--- config.mk ---
export PLATFORM = sky130hd
export DESIGN_NAME = crp_fifo
export DESIGN_NICKNAME = d
export VERILOG_FILES = /design/src/rtl/crp_fifo.sv
export SDC_FILE = /design/constraint.sdc
export NUM_CORES = 1
export LEC_CHECK = 0
export BUFFER_PORTS_ARGS = -buffer_cell sky130_fd_sc_hd__buf_4
export CORE_AREA = 2 2 39 41
export DETAILED_ROUTE_END_ITERATION = 12
export DIE_AREA = 0 0 41 43
export SLEW_MARGIN = 10
export SYNTH_ARGS = -nofsm -noshare
export SYNTH_HDL_FRONTEND = slang
export SYNTH_SLANG_ARGS = --single-unit
--- constraint.sdc ---
create_clock -name clk -period 1.3 [get_ports clk]
set_clock_uncertainty 0.05 [all_clocks]
set_input_delay 0.13 -clock clk [delete_from_list [all_inputs] [get_ports clk]]
set_output_delay 0.13 -clock clk [all_outputs]
set_load 0.02 [all_outputs]
--- src/rtl/crp_fifo.sv ---
`default_nettype none
module crp_fifo #(
	parameter type item_t = logic,
	parameter int DEPTH = 2
) (
	input  wire logic  clk,
	input  wire logic  arst_n,
	input  wire logic  push,
	input  wire item_t push_data,
	output logic       full,
	input  wire logic  pop,
	output item_t      pop_data,
	output logic       empty
);

	localparam int PTR_W = (DEPTH > 1) ? $clog2(DEPTH) : 1;
	localparam int CNT_W = $clog2(DEPTH + 1);

	item_t            slot_q [DEPTH];
	logic [PTR_W-1:0] wr_ptr_q;
	logic [PTR_W-1:0] rd_ptr_q;
	logic [CNT_W-1:0] cnt_q;

	assign full     = (cnt_q == CNT_W'(DEPTH));
	assign empty    = (cnt_q == '0);
	assign pop_data = slot_q[rd_ptr_q];

	always_ff @(posedge clk) begin
		if (push) begin
			slot_q[wr_ptr_q] <= push_data;
		end
	end

	always_ff @(posedge clk or negedge arst_n) begin
		if (!arst_n) begin
			wr_ptr_q <= '0;
			rd_ptr_q <= '0;
			cnt_q    <= '0;
		end else begin
			if (push) begin
				wr_ptr_q <= (wr_ptr_q == PTR_W'(DEPTH - 1)) ? '0 : wr_ptr_q + 1'b1;
			end
			if (pop) begin
				rd_ptr_q <= (rd_ptr_q == PTR_W'(DEPTH - 1)) ? '0 : rd_ptr_q + 1'b1;
			end
			case ({push, pop})
				2'b10:   cnt_q <= cnt_q + 1'b1;
				2'b01:   cnt_q <= cnt_q - 1'b1;
				default: cnt_q <= cnt_q;
			endcase
		end
	end

endmodule
`default_nettype wire

==> impl_metrics.tcl <==
set metrics [dict create \
    status "finished clean" \
    critPathMaxStageDelay_ns 0.39 \
    drc 0 \
    cts_made_buffers 3 \
    arrival_ns 1.07 \
    ys_types 10 \
    grt_pass1_vias 172 \
    cp_cell_sequence "mux2_4, buf_6" \
    synth_enable_flop_cells 2 \
    dieArea_um2 1760 \
    finalSetupViolCount 0 \
    min_period_over_period_pct 96.4 \
    fin_nets 38 \
    root_buffer "clkbuf_4" \
    hold_class "input port to flip-flop" \
    overflow 0 \
    crit_fanout 2 \
    crit_type "flip-flop to primary output" \
    clock-sinks 6 \
    synth_area_per_cell_um2 13.6 \
    grt_pass1_wl_um 593 \
    p_leak_nw 0.172 \
    antenna_left 0 \
    netlist_instances 19 \
    grt_usage_pct 5.54 \
    mappedNetlistArea_um2 258 \
    synth_common_cells "dfrtp_1 (4), nor2_1 (3), xor2_1 (3)" \
    max_slew_margin_pct 89.7 \
    htree_levels 1 \
    clkSlewWorstSetupHoldPaths_ns 0.05 \
    pin_count 8 \
    met3_usage_pct 0 \
    dp_hpwl_um 308 \
    route.vias.total 167 \
    vias_per_cell 3.55 \
    die_y_um 43 \
    p_per_area_nw_per_um2 2210 \
    period_minus_slack_ns 1.25 \
    gr-usage-met2_pct 6.56 \
    finish.instance_area_um2 374 \
    cts_tree "yes" \
    async_flop_share_pct 66.7 \
    gr-usage-met1_pct 6.19 \
    place_congestion 0.551 \
    grt_busiest_layer "met4" \
    wire_per_inst_um 8.43 \
    yosys_warnings 0 \
    setup_tns_ns 0 \
    antenna_found_initial 0 \
    grt_max_degree 5 \
    seq_area_frac_synth_pct 62.1 \
    yosysTopAreaCell "dfrtp_1" \
    io_buffers 7 \
    synth.most_common_cell "dfrtp_1" \
    drt-total-wl_um 396 \
    layout-drive-gt1-share_pct 38.7 \
    clk_latency_ns 0.25 \
    die_x_um 41 \
    cts_buffer_depth 2 \
    row_count 14 \
    worst_pin_slew_ns 0.154 \
    diodes 0 \
    initial_core_util_pct 18.6 \
    firstDrtPassIters 1 \
    rsz0062_at_grt "false" \
    drv_cap 0 \
    slowest_stage "dfrtp_1" \
    fmax_mhz 798 \
    finalMaxSlewViolations 0 \
    ys_top_cells_by_area "dfrtp_1 (39%), edfxtp_1 (23%), xor2_1 (10%)" \
    worstSetupStartpointType "flip-flop" \
    synthFlopType "dfrtp_1" \
    yosysTopAreaCellShare_pct 38.8 \
    core_um2 1380 \
    placed_area_um2 330 \
    finalHoldViolations 0 \
    vdd_drop_max_mv 0.427 \
    area_delta_synth_final_pct 45.1 \
    cp.required_ns 1.12 \
    syn_nets 25 \
    drtIter0Drc 0 \
    ys_ff_latch 6 \
    fin_util_pct 27.0 \
    cp-end-kind "primary output" \
]
==> registers in the layout, indices dropped and copies added (netlist names) <==
name and count:
wr_ptr_q 1, cnt_q 2, rd_ptr_q 1, slot_q 2
==> final timing paths <==
| check | start | to | slack, ns | depth (start not counted) |
|---|---|---|---|---|
| worst max-delay path | rd_ptr_q | pop_data | 0.05 | 2 |
| worst min-delay path | push_data | slot_q[0] | 0.02 | 1 |
| worst max register to register | cnt_q[0] | cnt_q[1] | 0.36 | 3 |
| worst min register to register | wr_ptr_q | wr_ptr_q | 0.44 | 1 |
| max in group asynchronous | arst_n | cnt_q[0] | 0.92 | 2 |
| min in group asynchronous | arst_n | wr_ptr_q | 0.17 | 2 |
==> per-stage QoR <==
step	setup WS (ns)	cells	total power [mW]	hold WS, ns
finish	0.0466	47	0.825	0.0219
global route	0.00707	47	0.883	0.0144
CTS	0.00803	47	0.816	0.0112
detailed placement	0.275	42	0.621	-0.119
global placement	0.289	42	0.615	-0.120
floorplan	0.392	19	0.516	-0.216
==> area by class of cell <==
type                    instances  area, µm²
well taps                      16       20.0
fillers                       143       1010
clock buffers                   4       26.3
flip-flops and latches          6        160
multi-input cells              12       97.6
repair buffers                  8       66.3
inverters                       1       3.75
==> routing by layer <==
layer / part of all wire (%) / wire length, µm / vias up
met5: 0 / 0 / -
met4: 0 / 0 / 0
met3: 4.8 / 19 / 0
met2: 50 / 198 / 4
met1: 45 / 178 / 79
li1: - / - / 84
==> kinds of logic after synthesis <==
| group | synth area share, % |
|---|---|
| xor+xnor | 17.0 |
| buf+inv | 1.45 |
| fa+ha+maj | 4.85 |
| mux | 4.37 |
| flops | 62.1 |
| simple gates | 10.2 |
==> what timing repair did <==
action,4_1_cts,5_1_grt
hold buffers,1,0
buffers inserted,0,0
gates resized for setup,0,2
endpoints found under the setup margin,0,1
endpoints found under the hold margin,4,0
==> critical path: cells and delay by family, from the launching register on <==
kind	cells	cell delay [ns]
flip-flops	1	0.39
multiplexers	1	0.31
buffers and inverters	1	0.13
==> where the power goes <==
| group | switching (mW) | total [mW] | internal, mW |
|---|---|---|---|
| combinational | 0.128 | 0.296 | 0.168 |
| clock | 0.0697 | 0.186 | 0.116 |
| sequential | 0.0666 | 0.343 | 0.276 |
| total | 0.264 | 0.825 | 0.561 |
==> cells in the final DEF (no fill, tap or decap), drive strengths merged <==
cell type	count
and2	1
and2b	1
buf	7
clkbuf	4
dfrtp	4
dlygate4sd3	1
edfxtp	2
ha	1
inv	1
mux2	1
nor2	3
xnor2	2
xor2	3
No activity file was read; power rests on OpenSTA's default activity.
