File: src/rtl/crp_pkg.sv
`default_nettype none
package crp_pkg;

	localparam int MAX_SIDE_DEF = 256;

	localparam int CFG_W    = 9;
	localparam int CHAR_W   = 8;
	localparam int COORD_W  = 20;
	localparam int FRAC_W   = 8;
	localparam int PIX_W    = 8;
	localparam int MODE_W   = 2;
	localparam int PADDR_W  = 4;
	localparam int PDATA_W  = 32;

	// positive radius magnitude and its square
	localparam int R_W      = COORD_W - 1;
	localparam int R2_W     = 2 * R_W;
	// pixel offset from centre: 9-bit column at 8 fraction bits against a 20-bit centre
	localparam int DX_W     = COORD_W + 1;
	localparam int SQ_W     = 2 * (DX_W - 1);
	localparam int D2_W     = SQ_W + 1;

	localparam int ONE_UNIT = 1 << FRAC_W;

	localparam int FIFO_DEPTH = 2;

	localparam logic [MODE_W-1:0] MODE_CLEAR = 2'd0;
	localparam logic [MODE_W-1:0] MODE_DRAW  = 2'd1;
	localparam logic [MODE_W-1:0] MODE_READ  = 2'd2;

	localparam logic [1:0] REG_WIDTH  = 2'd0;
	localparam logic [1:0] REG_HEIGHT = 2'd1;
	localparam logic [1:0] REG_BG     = 2'd2;

	localparam logic [CFG_W-1:0]  WIDTH_RST  = 9'd256;
	localparam logic [CFG_W-1:0]  HEIGHT_RST = 9'd256;
	localparam logic [CHAR_W-1:0] BG_RST     = 8'd32;

	typedef enum logic [2:0] {
		OP_NONE,
		OP_CLEAR,
		OP_DRAW,
		OP_READ,
		OP_REJECT
	} crp_op_t;

	typedef struct packed {
		crp_op_t                    op;
		logic                       filled;
		logic                       thin;
		logic [CFG_W-1:0]           w;
		logic [CFG_W-1:0]           h;
		logic signed [COORD_W-1:0]  cx;
		logic signed [COORD_W-1:0]  cy;
		logic [R2_W-1:0]            r2;
		logic [R2_W-1:0]            inner2;
		logic [CHAR_W-1:0]          ch;
		logic [PIX_W-1:0]           col;
		logic [PIX_W-1:0]           row;
	} crp_cmd_t;

endpackage
`default_nettype wire

File: src/rtl/crp_front.sv
`default_nettype none
module crp_front #(
	parameter int MAX_SIDE = 256
) (
	input  wire logic                               clk,
	input  wire logic                               arst_n,
	input  wire logic                               start,
	output logic                                    busy,
	input  wire logic [crp_pkg::MODE_W-1:0]         mode,
	input  wire logic                               shape,
	input  wire logic signed [crp_pkg::COORD_W-1:0] center_x,
	input  wire logic signed [crp_pkg::COORD_W-1:0] center_y,
	input  wire logic signed [crp_pkg::COORD_W-1:0] radius,
	input  wire logic [crp_pkg::CHAR_W-1:0]         paint_char,
	input  wire logic [crp_pkg::PIX_W-1:0]          pixel_col,
	input  wire logic [crp_pkg::PIX_W-1:0]          pixel_row,
	input  wire logic [crp_pkg::CFG_W-1:0]          cfg_width,
	input  wire logic [crp_pkg::CFG_W-1:0]          cfg_height,
	input  wire logic [crp_pkg::CHAR_W-1:0]         cfg_bg,
	input  wire logic                               q_full,
	output logic                                    q_push,
	output crp_pkg::crp_cmd_t                       q_data
);
	import crp_pkg::*;

	logic                      s1_v;
	logic [MODE_W-1:0]         mode_s1;
	logic                      shape_s1;
	logic signed [COORD_W-1:0] cx_s1;
	logic signed [COORD_W-1:0] cy_s1;
	logic signed [COORD_W-1:0] r_s1;
	logic [CHAR_W-1:0]         ch_s1;
	logic [PIX_W-1:0]          col_s1;
	logic [PIX_W-1:0]          row_s1;

	logic             accept;
	logic [CFG_W-1:0] w_used;
	logic [CFG_W-1:0] h_used;
	logic [R_W-1:0]   r_mag;
	logic [R_W-1:0]   inner;
	logic             thin;
	logic             reject;
	logic             in_area;

	// hold the stage only while the queue is full
	assign busy   = s1_v & q_full;
	assign accept = start & ~busy;
	assign q_push = s1_v & ~q_full;

	always_ff @(posedge clk or negedge arst_n) begin
		if (!arst_n) begin
			s1_v <= 1'b0;
		end else begin
			s1_v <= accept | (s1_v & q_full);
		end
	end

	always_ff @(posedge clk) begin
		if (accept) begin
			mode_s1  <= mode;
			shape_s1 <= shape;
			cx_s1    <= center_x;
			cy_s1    <= center_y;
			r_s1     <= radius;
			ch_s1    <= paint_char;
			col_s1   <= pixel_col;
			row_s1   <= pixel_row;
		end
	end

	always_comb begin
		// zero acts as one, oversize as the full side
		if (cfg_width == '0) begin
			w_used = CFG_W'(1);
		end else if (int'(cfg_width) > MAX_SIDE) begin
			w_used = CFG_W'(MAX_SIDE);
		end else begin
			w_used = cfg_width;
		end
		if (cfg_height == '0) begin
			h_used = CFG_W'(1);
		end else if (int'(cfg_height) > MAX_SIDE) begin
			h_used = CFG_W'(MAX_SIDE);
		end else begin
			h_used = cfg_height;
		end
	end

	assign r_mag   = r_s1[R_W-1:0];
	assign reject  = r_s1[COORD_W-1] | (r_s1 == '0);
	assign thin    = (r_mag < R_W'(ONE_UNIT));
	assign inner   = r_mag - R_W'(ONE_UNIT);
	assign in_area = ({1'b0, col_s1} < w_used) && ({1'b0, row_s1} < h_used);

	always_comb begin
		q_data        = '0;
		q_data.w      = w_used;
		q_data.h      = h_used;
		q_data.filled = shape_s1;
		q_data.thin   = thin;
		q_data.cx     = cx_s1;
		q_data.cy     = cy_s1;
		q_data.r2     = r_mag * r_mag;
		q_data.inner2 = thin ? '0 : inner * inner;
		q_data.ch     = ch_s1;
		q_data.col    = col_s1;
		q_data.row    = row_s1;
		case (mode_s1)
			MODE_CLEAR: begin
				q_data.op = OP_CLEAR;
				q_data.ch = cfg_bg;
			end
			MODE_DRAW:  q_data.op = reject ? OP_REJECT : OP_DRAW;
			MODE_READ:  q_data.op = in_area ? OP_READ : OP_NONE;
			default:    q_data.op = OP_NONE;
		endcase
	end

endmodule
`default_nettype wire

File: config.mk
export PLATFORM = sky130hd
export DESIGN_NAME = crp_front
export DESIGN_NICKNAME = d
export VERILOG_FILES = /design/src/rtl/crp_pkg.sv /design/src/rtl/crp_front.sv
export SDC_FILE = /design/constraint.sdc
export NUM_CORES = 1
export LEC_CHECK = 0
export ABC_AREA = 1
export BUFFER_PORTS_ARGS = -buffer_cell sky130_fd_sc_hd__buf_4
export CORE_ASPECT_RATIO = 1.75
export CORE_MARGIN = 2
export CORE_UTILIZATION = 65
export CTS_BUF_LIST = sky130_fd_sc_hd__clkbuf_4
export DETAILED_ROUTE_END_ITERATION = 10
export PLACE_DENSITY = 0.85
export SYNTH_ARGS = -nofsm -noshare
export SYNTH_HDL_FRONTEND = slang
export SYNTH_SLANG_ARGS = --single-unit
File: constraint.sdc
create_clock -name clk -period 18.5 [get_ports clk]
set_clock_uncertainty 0.15 [all_clocks]
set_input_delay 1.85 -clock clk [delete_from_list [all_inputs] [get_ports clk]]
set_output_delay 1.85 -clock clk [all_outputs]
set_load 0.03 [all_outputs]
==> impl_metrics.toml <==
[outcome]
status = "finished, final reports clean"

[critical_path]
worst-r2r-cell-count = 4
worst_setup_path_start_kind = "flip-flop"
critical-path-top-cell-by-count = "sky130_fd_sc_hd__inv_1"
timing_worst_setup_path_type = "flip-flop to output pin"
cpMaxStageDelayCell = "sky130_fd_sc_hd__edfxtp_1"
critPathArrivalTime_ns = 8.69
worstPathMaxFanout = 21
slowest_delay_ns = 0.99
end_kind = "output pin"
required_time_of_the_worst_setup_path_ns = 16.50

[worst_hold_path]
hold_path_depth = 2
min_delay_path_class = "flip-flop to flip-flop"

[clocking]
cts_tree = "done"
cts.sinks = 88
cts-root-to-sink-buffers = 2
post_cts_resize_count = 0
clk_pin_slew_ns = 0.21
num_cts_buffers = 9
clk_latency_worst_skew_pair_ns = 0.49
holdBufCountCts = 0
cts-root-buf = "sky130_fd_sc_hd__clkbuf_4"
cts_max_level = 3
cts_setup_buffers = 0

[synth]
yosysWarningCount = 0
syn_area_per_cell_sq_um = 8.214
yosysTopAreaCellShare = 0.3949
synth_enable_flop_cells = 87
ys_top_cells_by_area = "sky130_fd_sc_hd__fa_1 (39%), sky130_fd_sc_hd__inv_1 (14%), sky130_fd_sc_hd__ha_1 (12%), sky130_fd_sc_hd__edfxtp_1 (11%), sky130_fd_sc_hd__nand2_1 (8.3%)"
yosys.area.top_type = "sky130_fd_sc_hd__fa_1"
synthCells = 2962
synth_cell_type_count = 46
synth.ff_latch_count = 88
dominantRegCellSynth = "sky130_fd_sc_hd__edfxtp_1"
synth.cells.most_frequent = "sky130_fd_sc_hd__inv_1 (893), sky130_fd_sc_hd__nand2_1 (541), sky130_fd_sc_hd__fa_1 (480)"
yosys.cell_count.top_type = "sky130_fd_sc_hd__inv_1"
synth-seq-area-share = 0.1084
async_sr_flop_fraction = 0.01136
syn_area_sq_um = 24330

[global_route]
first_global_vias = 22520
grt_overflow_total = 0
grt_start_max_net_pins = 76
grt_pass1_wl_mm = 110.6
grt.total_usage = 0.3736
grt_antenna_before_repair = 1

[layout]
final_layout_size_suffix_gt1_frac = 0.1154
syn_to_final_growth_pct = 10.71
fin_nets = 4035

[timing]
rsz_0062_raised_after_global_routing = "false"
finalWorstPathRequiredPeriod_ns = 10.69
tns_ns = 0
slew_violations = 0
worst_pin_slew_ns = 1.082
hold_viol = 0
min_period_over_period = 0.5777
max-slew-margin-rel = 0.2789
report.final.setup_viol = 0
max_freq_ghz = 0.09357

[placement]
routabilityCongestion = 0.9736
io_buffer_count = 279
post_dp_hpwl_mm = 59.68

[route]
routed_wire_length_per_instance_microns = 19.06
finalWirelength_mm = 70.14
vias = 20220
first_pass_iters = 6
drc_errors = 0
postRouteAntennaNets = 0
post_drt_via_cell_ratio = 5.493
dr.first_iter.drc_count = 1299

[floorplan]
start_util = 0.6596
design.die.area_sq_um = 39060
die_width_microns = 150.3
floorplan.die.height_microns = 259.9
top_level_ports = 282
fp-row-count = 93
core_area_sq_um = 36890

[flow_run]
maxcap_viol_count = 0
path summary, 6_finish.rpt:
path	start	end	slack, ns
max	r_s1[9]$_DFFE_PP_	q_data[61]	7.81
min	s1_v$_DFF_PN0_	s1_v$_DFF_PN0_	0.36
max reg2reg	s1_v$_DFF_PN0_	r_s1[10]$_DFFE_PP_	16.11
min reg2reg	s1_v$_DFF_PN0_	s1_v$_DFF_PN0_	0.36
max in group asynchronous	arst_n	s1_v$_DFF_PN0_	17.17
min in group asynchronous	arst_n	s1_v$_DFF_PN0_	0.95
routing by layer:
metal,share of wire,up-vias,GRT usage
met1,0.32,9749,0.3846
met4,0.089,0,0.2807
met3,0.072,385,0.07456
met2,0.52,988,0.6602
met5,0,-,0
li1,-,9096,-
cell families (layout without fill, tap and decap cells):
family	count (synthesis)	in the layout	synth area share
other	1	3	0.0001541
adders and majority gates	718	718	0.5173
AOI/OAI and AO/OA	201	201	0.04536
buffers and inverters	977	1219	0.1539
DFF	88	88	0.1084
xor gates and xnor gates	47	47	0.01846
and+or+nand+nor	930	930	0.1564
layout make-up:
cell class / instances / area (sq um)
sequential: 88 / 2638
antenna: 1 / 2.502
fill: 2820 / 9951
inverter: 909 / 3415
multi-input combinational: 1898 / 17960
clock inverter: 6 / 43.79
clock buffer: 10 / 75.07
tap: 475 / 594.3
timing repair buffer: 294 / 2207
registers in the layout, summed over array words and instances (netlist names):
signal and count:
cy_s1 20, row_s1 8, shape_s1 1, col_s1 8, cx_s1 20, s1_v 1, mode_s1 2, ch_s1 8
r_s1 20
layout by cell type (no fill, tap or decap), types with 10 or more instances in the layout:
cell type	count
sky130_fd_sc_hd__nand2_1	541
sky130_fd_sc_hd__nand4_1	16
sky130_fd_sc_hd__nand2_2	16
sky130_fd_sc_hd__nor3_1	21
sky130_fd_sc_hd__ha_1	238
sky130_fd_sc_hd__xor2_1	24
sky130_fd_sc_hd__clkbuf_4	10
sky130_fd_sc_hd__inv_2	12
sky130_fd_sc_hd__o21a_1	10
sky130_fd_sc_hd__buf_4	294
sky130_fd_sc_hd__nand3_1	49
sky130_fd_sc_hd__inv_1	893
sky130_fd_sc_hd__fa_1	480
sky130_fd_sc_hd__edfxtp_1	87
sky130_fd_sc_hd__xnor2_1	21
sky130_fd_sc_hd__nor2_1	256
sky130_fd_sc_hd__o21ai_0	51
sky130_fd_sc_hd__a21oi_1	112
through the flow:
stage          instances  instance area (sq um)  hold WS, ns  utilization  worst slack, ns
2_1_floorplan       2963                  24330       0.3057            -            10.24
3_3_place_gp        3664                  26810       0.3188       0.7269            8.757
3_5_place_dp        3664                  26810       0.3350       0.7269            8.676
4_1_cts             3680                  26930       0.3662       0.7302            7.996
5_1_grt             3681                  26940       0.4238       0.7302            7.512
6_report            3681                  26940       0.3623       0.7302            7.813
worst max-delay path, delay by kind of cell (launching register included):
kind,cells,cell delay (ns)
and+or+nand+nor,14,2.45
DFF,1,0.99
adders and majority gates,8,3.80
buffers and inverters,9,0.87
Power is not shown: default switching activity piles up to over one toggle a cycle in this logic, so the estimate is an artifact.
