**src/rtl/crp_pkg.sv**
```systemverilog
`default_nettype none
package crp_pkg;

	localparam int MAX_SIDE_DEF = 256;

	localparam int CFG_W    = 9;
	localparam int CHAR_W   = 8;
	localparam int COORD_W  = 20;
	localparam int FRAC_W   = 8;
	localparam int PIX_W    = 8;
	localparam int MODE_W   = 2;
	localparam int PADDR_W  = 4;
	localparam int PDATA_W  = 32;

	// positive radius magnitude and its square
	localparam int R_W      = COORD_W - 1;
	localparam int R2_W     = 2 * R_W;
	// pixel offset from centre: 9-bit column at 8 fraction bits against a 20-bit centre
	localparam int DX_W     = COORD_W + 1;
	localparam int SQ_W     = 2 * (DX_W - 1);
	localparam int D2_W     = SQ_W + 1;

	localparam int ONE_UNIT = 1 << FRAC_W;

	localparam int FIFO_DEPTH = 2;

	localparam logic [MODE_W-1:0] MODE_CLEAR = 2'd0;
	localparam logic [MODE_W-1:0] MODE_DRAW  = 2'd1;
	localparam logic [MODE_W-1:0] MODE_READ  = 2'd2;

	localparam logic [1:0] REG_WIDTH  = 2'd0;
	localparam logic [1:0] REG_HEIGHT = 2'd1;
	localparam logic [1:0] REG_BG     = 2'd2;

	localparam logic [CFG_W-1:0]  WIDTH_RST  = 9'd256;
	localparam logic [CFG_W-1:0]  HEIGHT_RST = 9'd256;
	localparam logic [CHAR_W-1:0] BG_RST     = 8'd32;

	typedef enum logic [2:0] {
		OP_NONE,
		OP_CLEAR,
		OP_DRAW,
		OP_READ,
		OP_REJECT
	} crp_op_t;

	typedef struct packed {
		crp_op_t                    op;
		logic                       filled;
		logic                       thin;
		logic [CFG_W-1:0]           w;
		logic [CFG_W-1:0]           h;
		logic signed [COORD_W-1:0]  cx;
		logic signed [COORD_W-1:0]  cy;
		logic [R2_W-1:0]            r2;
		logic [R2_W-1:0]            inner2;
		logic [CHAR_W-1:0]          ch;
		logic [PIX_W-1:0]           col;
		logic [PIX_W-1:0]           row;
	} crp_cmd_t;

endpackage
`default_nettype wire

```
**src/rtl/crp_back.sv**
```systemverilog
`default_nettype none
module crp_back #(
	parameter int MAX_SIDE = 256,
	localparam int ADDR_W = (MAX_SIDE > 1) ? $clog2(MAX_SIDE * MAX_SIDE) : 1
) (
	input  wire logic                        clk,
	input  wire logic                        arst_n,
	input  wire logic                        q_empty,
	input  wire crp_pkg::crp_cmd_t           q_data,
	output logic                             q_pop,
	output logic                             mem_we,
	output logic [ADDR_W-1:0]                mem_waddr,
	output logic [crp_pkg::CHAR_W-1:0]       mem_wdata,
	output logic [ADDR_W-1:0]                mem_raddr,
	input  wire logic [crp_pkg::CHAR_W-1:0]  mem_rdata,
	output logic                             done,
	output logic [crp_pkg::PIX_W-1:0]        pixel_value,
	output logic                             status
);
	import crp_pkg::*;

	typedef enum logic [2:0] {
		ST_IDLE,
		ST_CLEAR,
		ST_DRAW,
		ST_DRAIN,
		ST_READ,
		ST_RDWAIT
	} state_t;

	state_t            st_q;
	crp_cmd_t          cmd_q;
	logic [CFG_W-1:0]  x_q;
	logic [CFG_W-1:0]  y_q;
	logic [ADDR_W-1:0] row_base_q;

	logic              last_pix;
	logic [ADDR_W-1:0] cur_addr;
	logic              pipe_busy;

	logic                     s1_v, s2_v, s3_v;
	logic signed [DX_W-1:0]   dx_s1, dy_s1;
	logic [ADDR_W-1:0]        addr_s1, addr_s2, addr_s3;
	logic [SQ_W-1:0]          dx2_s2, dy2_s2;
	logic [D2_W-1:0]          d2_s3;
	logic signed [2*DX_W-1:0] dx_prod, dy_prod;
	logic                     paint;

	assign last_pix  = (x_q == cmd_q.w - 1'b1) && (y_q == cmd_q.h - 1'b1);
	assign cur_addr  = row_base_q + ADDR_W'(x_q);
	assign pipe_busy = s1_v | s2_v | s3_v;
	assign q_pop     = (st_q == ST_IDLE) & ~q_empty;

	// covered, and for an outline with radius of one unit or more also outside the inner circle
	assign paint = (d2_s3 <= D2_W'(cmd_q.r2)) &&
		(cmd_q.filled || cmd_q.thin || (d2_s3 > D2_W'(cmd_q.inner2)));

	assign mem_we    = (st_q == ST_CLEAR) | (s3_v & paint);
	assign mem_waddr = (st_q == ST_CLEAR) ? cur_addr : addr_s3;
	assign mem_wdata = cmd_q.ch;
	assign mem_raddr = ADDR_W'(cmd_q.row) * ADDR_W'(MAX_SIDE) + ADDR_W'(cmd_q.col);

	always_ff @(posedge clk or negedge arst_n) begin
		if (!arst_n) begin
			st_q        <= ST_IDLE;
			x_q         <= '0;
			y_q         <= '0;
			row_base_q  <= '0;
			done        <= 1'b0;
			pixel_value <= '0;
			status      <= 1'b0;
		end else begin
			done        <= 1'b0;
			pixel_value <= '0;
			status      <= 1'b0;
			case (st_q)
				ST_IDLE: begin
					if (!q_empty) begin
						x_q        <= '0;
						y_q        <= '0;
						row_base_q <= '0;
						case (q_data.op)
							OP_CLEAR:  st_q <= ST_CLEAR;
							OP_DRAW:   st_q <= ST_DRAW;
							OP_READ:   st_q <= ST_READ;
							OP_REJECT: begin
								done   <= 1'b1;
								status <= 1'b1;
							end
							default:   done <= 1'b1;
						endcase
					end
				end
				ST_CLEAR, ST_DRAW: begin
					if (x_q == cmd_q.w - 1'b1) begin
						x_q        <= '0;
						y_q        <= y_q + 1'b1;
						row_base_q <= row_base_q + ADDR_W'(MAX_SIDE);
					end else begin
						x_q <= x_q + 1'b1;
					end
					if (last_pix) begin
						if (st_q == ST_CLEAR) begin
							st_q <= ST_IDLE;
							done <= 1'b1;
						end else begin
							st_q <= ST_DRAIN;
						end
					end
				end
				ST_DRAIN: begin
					if (!pipe_busy) begin
						st_q <= ST_IDLE;
						done <= 1'b1;
					end
				end
				ST_READ:   st_q <= ST_RDWAIT;
				ST_RDWAIT: begin
					st_q        <= ST_IDLE;
					done        <= 1'b1;
					pixel_value <= mem_rdata;
				end
				default:   st_q <= ST_IDLE;
			endcase
		end
	end

	always_ff @(posedge clk) begin
		if (q_pop) begin
			cmd_q <= q_data;
		end
	end

	// distance pipeline: offsets, squares, sum; the compare feeds the write port
	always_ff @(posedge clk or negedge arst_n) begin
		if (!arst_n) begin
			s1_v <= 1'b0;
			s2_v <= 1'b0;
			s3_v <= 1'b0;
		end else begin
			s1_v <= (st_q == ST_DRAW);
			s2_v <= s1_v;
			s3_v <= s2_v;
		end
	end

	assign dx_prod = dx_s1 * dx_s1;
	assign dy_prod = dy_s1 * dy_s1;

	always_ff @(posedge clk) begin
		dx_s1   <= DX_W'($signed({1'b0, x_q, {FRAC_W{1'b0}}})) - DX_W'(cmd_q.cx);
		dy_s1   <= DX_W'($signed({1'b0, y_q, {FRAC_W{1'b0}}})) - DX_W'(cmd_q.cy);
		addr_s1 <= cur_addr;
		dx2_s2  <= dx_prod[SQ_W-1:0];
		dy2_s2  <= dy_prod[SQ_W-1:0];
		addr_s2 <= addr_s1;
		d2_s3   <= D2_W'(dx2_s2) + D2_W'(dy2_s2);
		addr_s3 <= addr_s2;
	end

endmodule
`default_nettype wire

```
**config.mk**
```make
export PLATFORM = sky130hd
export DESIGN_NAME = crp_back
export DESIGN_NICKNAME = d
export VERILOG_FILES = /design/src/rtl/crp_pkg.sv /design/src/rtl/crp_back.sv
export SDC_FILE = /design/constraint.sdc
export NUM_CORES = 2
export LEC_CHECK = 0
export BUFFER_PORTS_ARGS = -buffer_cell sky130_fd_sc_hd__buf_2
export CAP_MARGIN = 0
export CORE_AREA = 2 2 280 282
export CTS_BUF_LIST = sky130_fd_sc_hd__clkbuf_4 sky130_fd_sc_hd__clkbuf_8
export DETAILED_ROUTE_END_ITERATION = 12
export DIE_AREA = 0 0 282 284
export GPL_ROUTABILITY_DRIVEN = 0
export GPL_TIMING_DRIVEN = 0
export PLACE_DENSITY = 0.85
export SYNTH_ARGS = -nofsm -noshare
export SYNTH_HDL_FRONTEND = slang
export SYNTH_SLANG_ARGS = --single-unit
```
**constraint.sdc**
```tcl
create_clock -name clk -period 7.6 [get_ports clk]
set_input_delay 0 -clock clk [delete_from_list [all_inputs] [get_ports clk]]
set_output_delay 0 -clock clk [all_outputs]
set_load 0.01 [all_outputs]
```
==> results.cfg <==
[drt]
dr.first_iter.drc_count = 2749
viasPerCell = 5.56
vias = 33800
drtPass1Iterations = 6
wl_um = 120000
drc = 0
drtAntennaViolNets = 0
wire_per_inst_um = 19.8

[floorplanning]
core_mm2 = 0.0770
ioPinCount = 226
die-area_mm2 = 0.0801
die_w_um = 282
die_y_um = 284
initial_utilization_pct = 58.8
placementRows = 102

[global_routing]
grt_usage_pct = 30.8
antenna_found_initial = 2
first_global_vias = 37100
grt_pass1_wl_um = 190000
grt_max_degree = 66
overflow = 0

[synth]
syn_nets = 5835
synthArstFlopShare_pct = 10.2
synth_ff_type = dfxtp_1
netlist_area_mm2 = 0.0453
synth_cell_types = 79
synth.avg_cell_area_um2 = 10.1
synth_edf_count = 160
seq_area_frac_synth_pct = 22.2
ys_ff_latch = 411
yosysWarnings = 0
synthCells = 4472

[sta]
fin_skew_ns = 0.0825
finalSetupViolCount = 0
hold_viol_final = 0
fmax_ghz = 0.133
period_share_pct = 98.6
tightestPinTransition_ns = 1.26
drv_slew = 0
setup_slack_ns = 0.106
holdWs_ns = 0.0410
slew_headroom_pct = 14.9
finalCriticalPeriod_ns = 7.49

[cells_and_area]
final_nets = 6331
fin_cells = 6068
drive_above_1_share_pct = 11.4
area_growth_pct = 14.5
fillers = 5274

[clock_network]
tritoncts = built
clock_latency_ns = 0.70
clock-sinks = 411
clock-root-buffer = clkbuf_8
path_clk_slew_ns = 0.06
cts_made_buffers = 68
htreeDepth = 3
clk_path_buf_depth = 3

[placement]
dp_cells = 5739
place_hpwl_um = 91100
portBuffers = 225
place_ws_ns = -1.50

[critical_path]
setup.worst_path.class = reg -> reg
startpoint_type = register
crit_arrival_ns = 8.10
critPathTopFamily = adder cells
cp.required_ns = 8.20
max_stage_delay_ns = 0.59
crit_buf_inv = 7
cp_common_cell = fa_1
worstPathMaxFanout = 10
cp_slowest_cell = fa_1
end_kind = register

[run]
drv_cap = 0

[hold_path]
hold_path.class = in -> reg

[outcome]
status = finished clean
==> synthesized netlist by cell type, types with 6 or more instances <==
cell | instances | area [µm²]
nor3_1 | 42 | 210
dfxtp_1 | 209 | 4180
a41oi_1 | 6 | 52.6
nor2b_1 | 24 | 150
a21o_1 | 68 | 510
nand3_1 | 28 | 140
o21bai_1 | 16 | 120
o21ai_0 | 69 | 345
a31o_2 | 7 | 61.3
nand4_1 | 33 | 206
fa_1 | 800 | 16000
xor2_1 | 92 | 806
nor4_1 | 7 | 43.8
nor2_1 | 205 | 769
o211ai_1 | 8 | 60.1
mux2_2 | 20 | 225
or3_1 | 6 | 37.5
a21oi_1 | 120 | 601
clkbuf_1 | 92 | 345
edfxtp_1 | 160 | 4800
ha_1 | 389 | 4870
nand2_1 | 347 | 1300
o21a_1 | 25 | 188
inv_1 | 1148 | 4310
o21ai_1 | 14 | 70.1
buf_4 | 25 | 188
o31ai_1 | 10 | 75.1
and2_1 | 139 | 870
and3_1 | 19 | 119
a211oi_1 | 18 | 135
xnor2_1 | 142 | 1240
nand2b_1 | 28 | 175
dfrtp_1 | 42 | 1050
a31oi_1 | 11 | 68.8
nand3b_1 | 8 | 60.1
==> what timing repair did <==
action                                  4_1_cts  5_1_grt
setup buffers                                 3        9
endpoints found under the hold margin       223        0
gates resized for setup                     151       84
endpoints found under the setup margin       26       10
hold buffers                                200        0
pin swaps                                     6        6
==> worst register-to-register path, cell delays in order, from the launching register on <==
cell and delay, ns:
dfxtp_2 0.45, buf_4 0.25, clkbuf_4 0.26, nand2_1 0.11, inv_1 0.09, fa_1 0.45, fa_1 0.55, inv_1 0.07
fa_1 0.51, inv_1 0.05, fa_1 0.59, fa_1 0.45, fa_1 0.49, inv_1 0.05, fa_1 0.55, inv_1 0.06
ha_1 0.34, a21o_1 0.18, a21o_1 0.20, a221oi_2 0.32, a211oi_2 0.17, a311oi_2 0.38, nor3_2 0.13, a311o_1 0.41
a21oi_1 0.18, xnor2_1 0.13
==> registers in the layout, indices dropped and copies added, names as in the netlist, 3 cells and up <==
signal	count
x_q	9
addr_s1	16
d2_s3	41
dx2_s2	39
addr_s2	16
dy_s1	21
dx_s1	21
st_q	3
cmd_q	152
pixel_value	8
dy2_s2	39
addr_s3	16
row_base_q	8
mem_wdata	8
y_q	9
==> cell usage in the layout, fill, tap and decap left out, drive strengths merged, types with 139 or more instances in the layout <==
master	synthesis	layout
fa	800	800
buf	32	282
xnor2	142	142
nand2	347	347
ha	389	389
and2	139	139
clkbuf	94	165
dfxtp	209	209
edfxtp	160	160
dlygate4sd3	0	200
inv	1149	1152
nor2	206	206
==> per-stage QoR <==
step	setup TNS (ns)	util [%]	area, µm²
detailed placement	-10.33	62.0	47700
floorplan	0	-	45300
global placement	-123.29	62.0	47700
finish	0	67.3	51800
global route	-0.255	67.3	51800
CTS	0	67.0	51600
==> metal layers <==
metal	track usage, %	share of wire, %	wire length (µm)	vias up
met3	7.93	11	13000	490
met2	51.0	48	57700	1987
met4	16.2	6.0	7200	0
met1	36.8	35	42500	16600
li1	-	-	-	14600
met5	0	0	0	-
==> path summary, 6_finish.rpt <==
kind                       depth (start not counted)        start             end  slack (ns)
min in group asynchronous                          2       arst_n  row_base_q[10]        0.10
hold / removal                                     2  q_data[123]      cmd_q[123]        0.04
max in group asynchronous                          2       arst_n          x_q[6]        6.83
setup reg to reg                                  25     dx_s1[6]      dx2_s2[38]        0.11
hold reg to reg                                    0   addr_s1[7]      addr_s2[7]        0.31
setup / recovery                                  25     dx_s1[6]      dx2_s2[38]        0.11
==> cell families (layout without fill, tap and decap cells) <==
group | Yosys count | count (layout) | synth area share (%)
compound gates | 425 | 425 | 6.17
other cells | 0 | 4 | 0
mux | 25 | 25 | 0.608
fa+ha+maj | 1189 | 1189 | 46.1
simple gates | 908 | 908 | 9.50
buf+inv | 1280 | 1832 | 10.9
xor+xnor | 234 | 234 | 4.53
flops | 411 | 411 | 22.2
==> final cells by class <==
| type | instances | area, µm² | share of cell area (%) |
|---|---|---|---|
| multi-input combinational | 2781 | 30500 | 58.8 |
| sequential | 411 | 10100 | 19.5 |
| inverter | 1154 | 4350 | 8.39 |
| timing repair buffer | 439 | 3270 | 6.30 |
| tap | 1040 | 1300 | 2.51 |
| clock buffer | 95 | 1190 | 2.29 |
| buffer | 113 | 771 | 1.49 |
| clock inverter | 31 | 358 | 0.691 |
| antenna | 4 | 10.0 | 0.0193 |
Power is not shown: default switching activity piles up to over one toggle a cycle in this logic, so the estimate is an artifact.
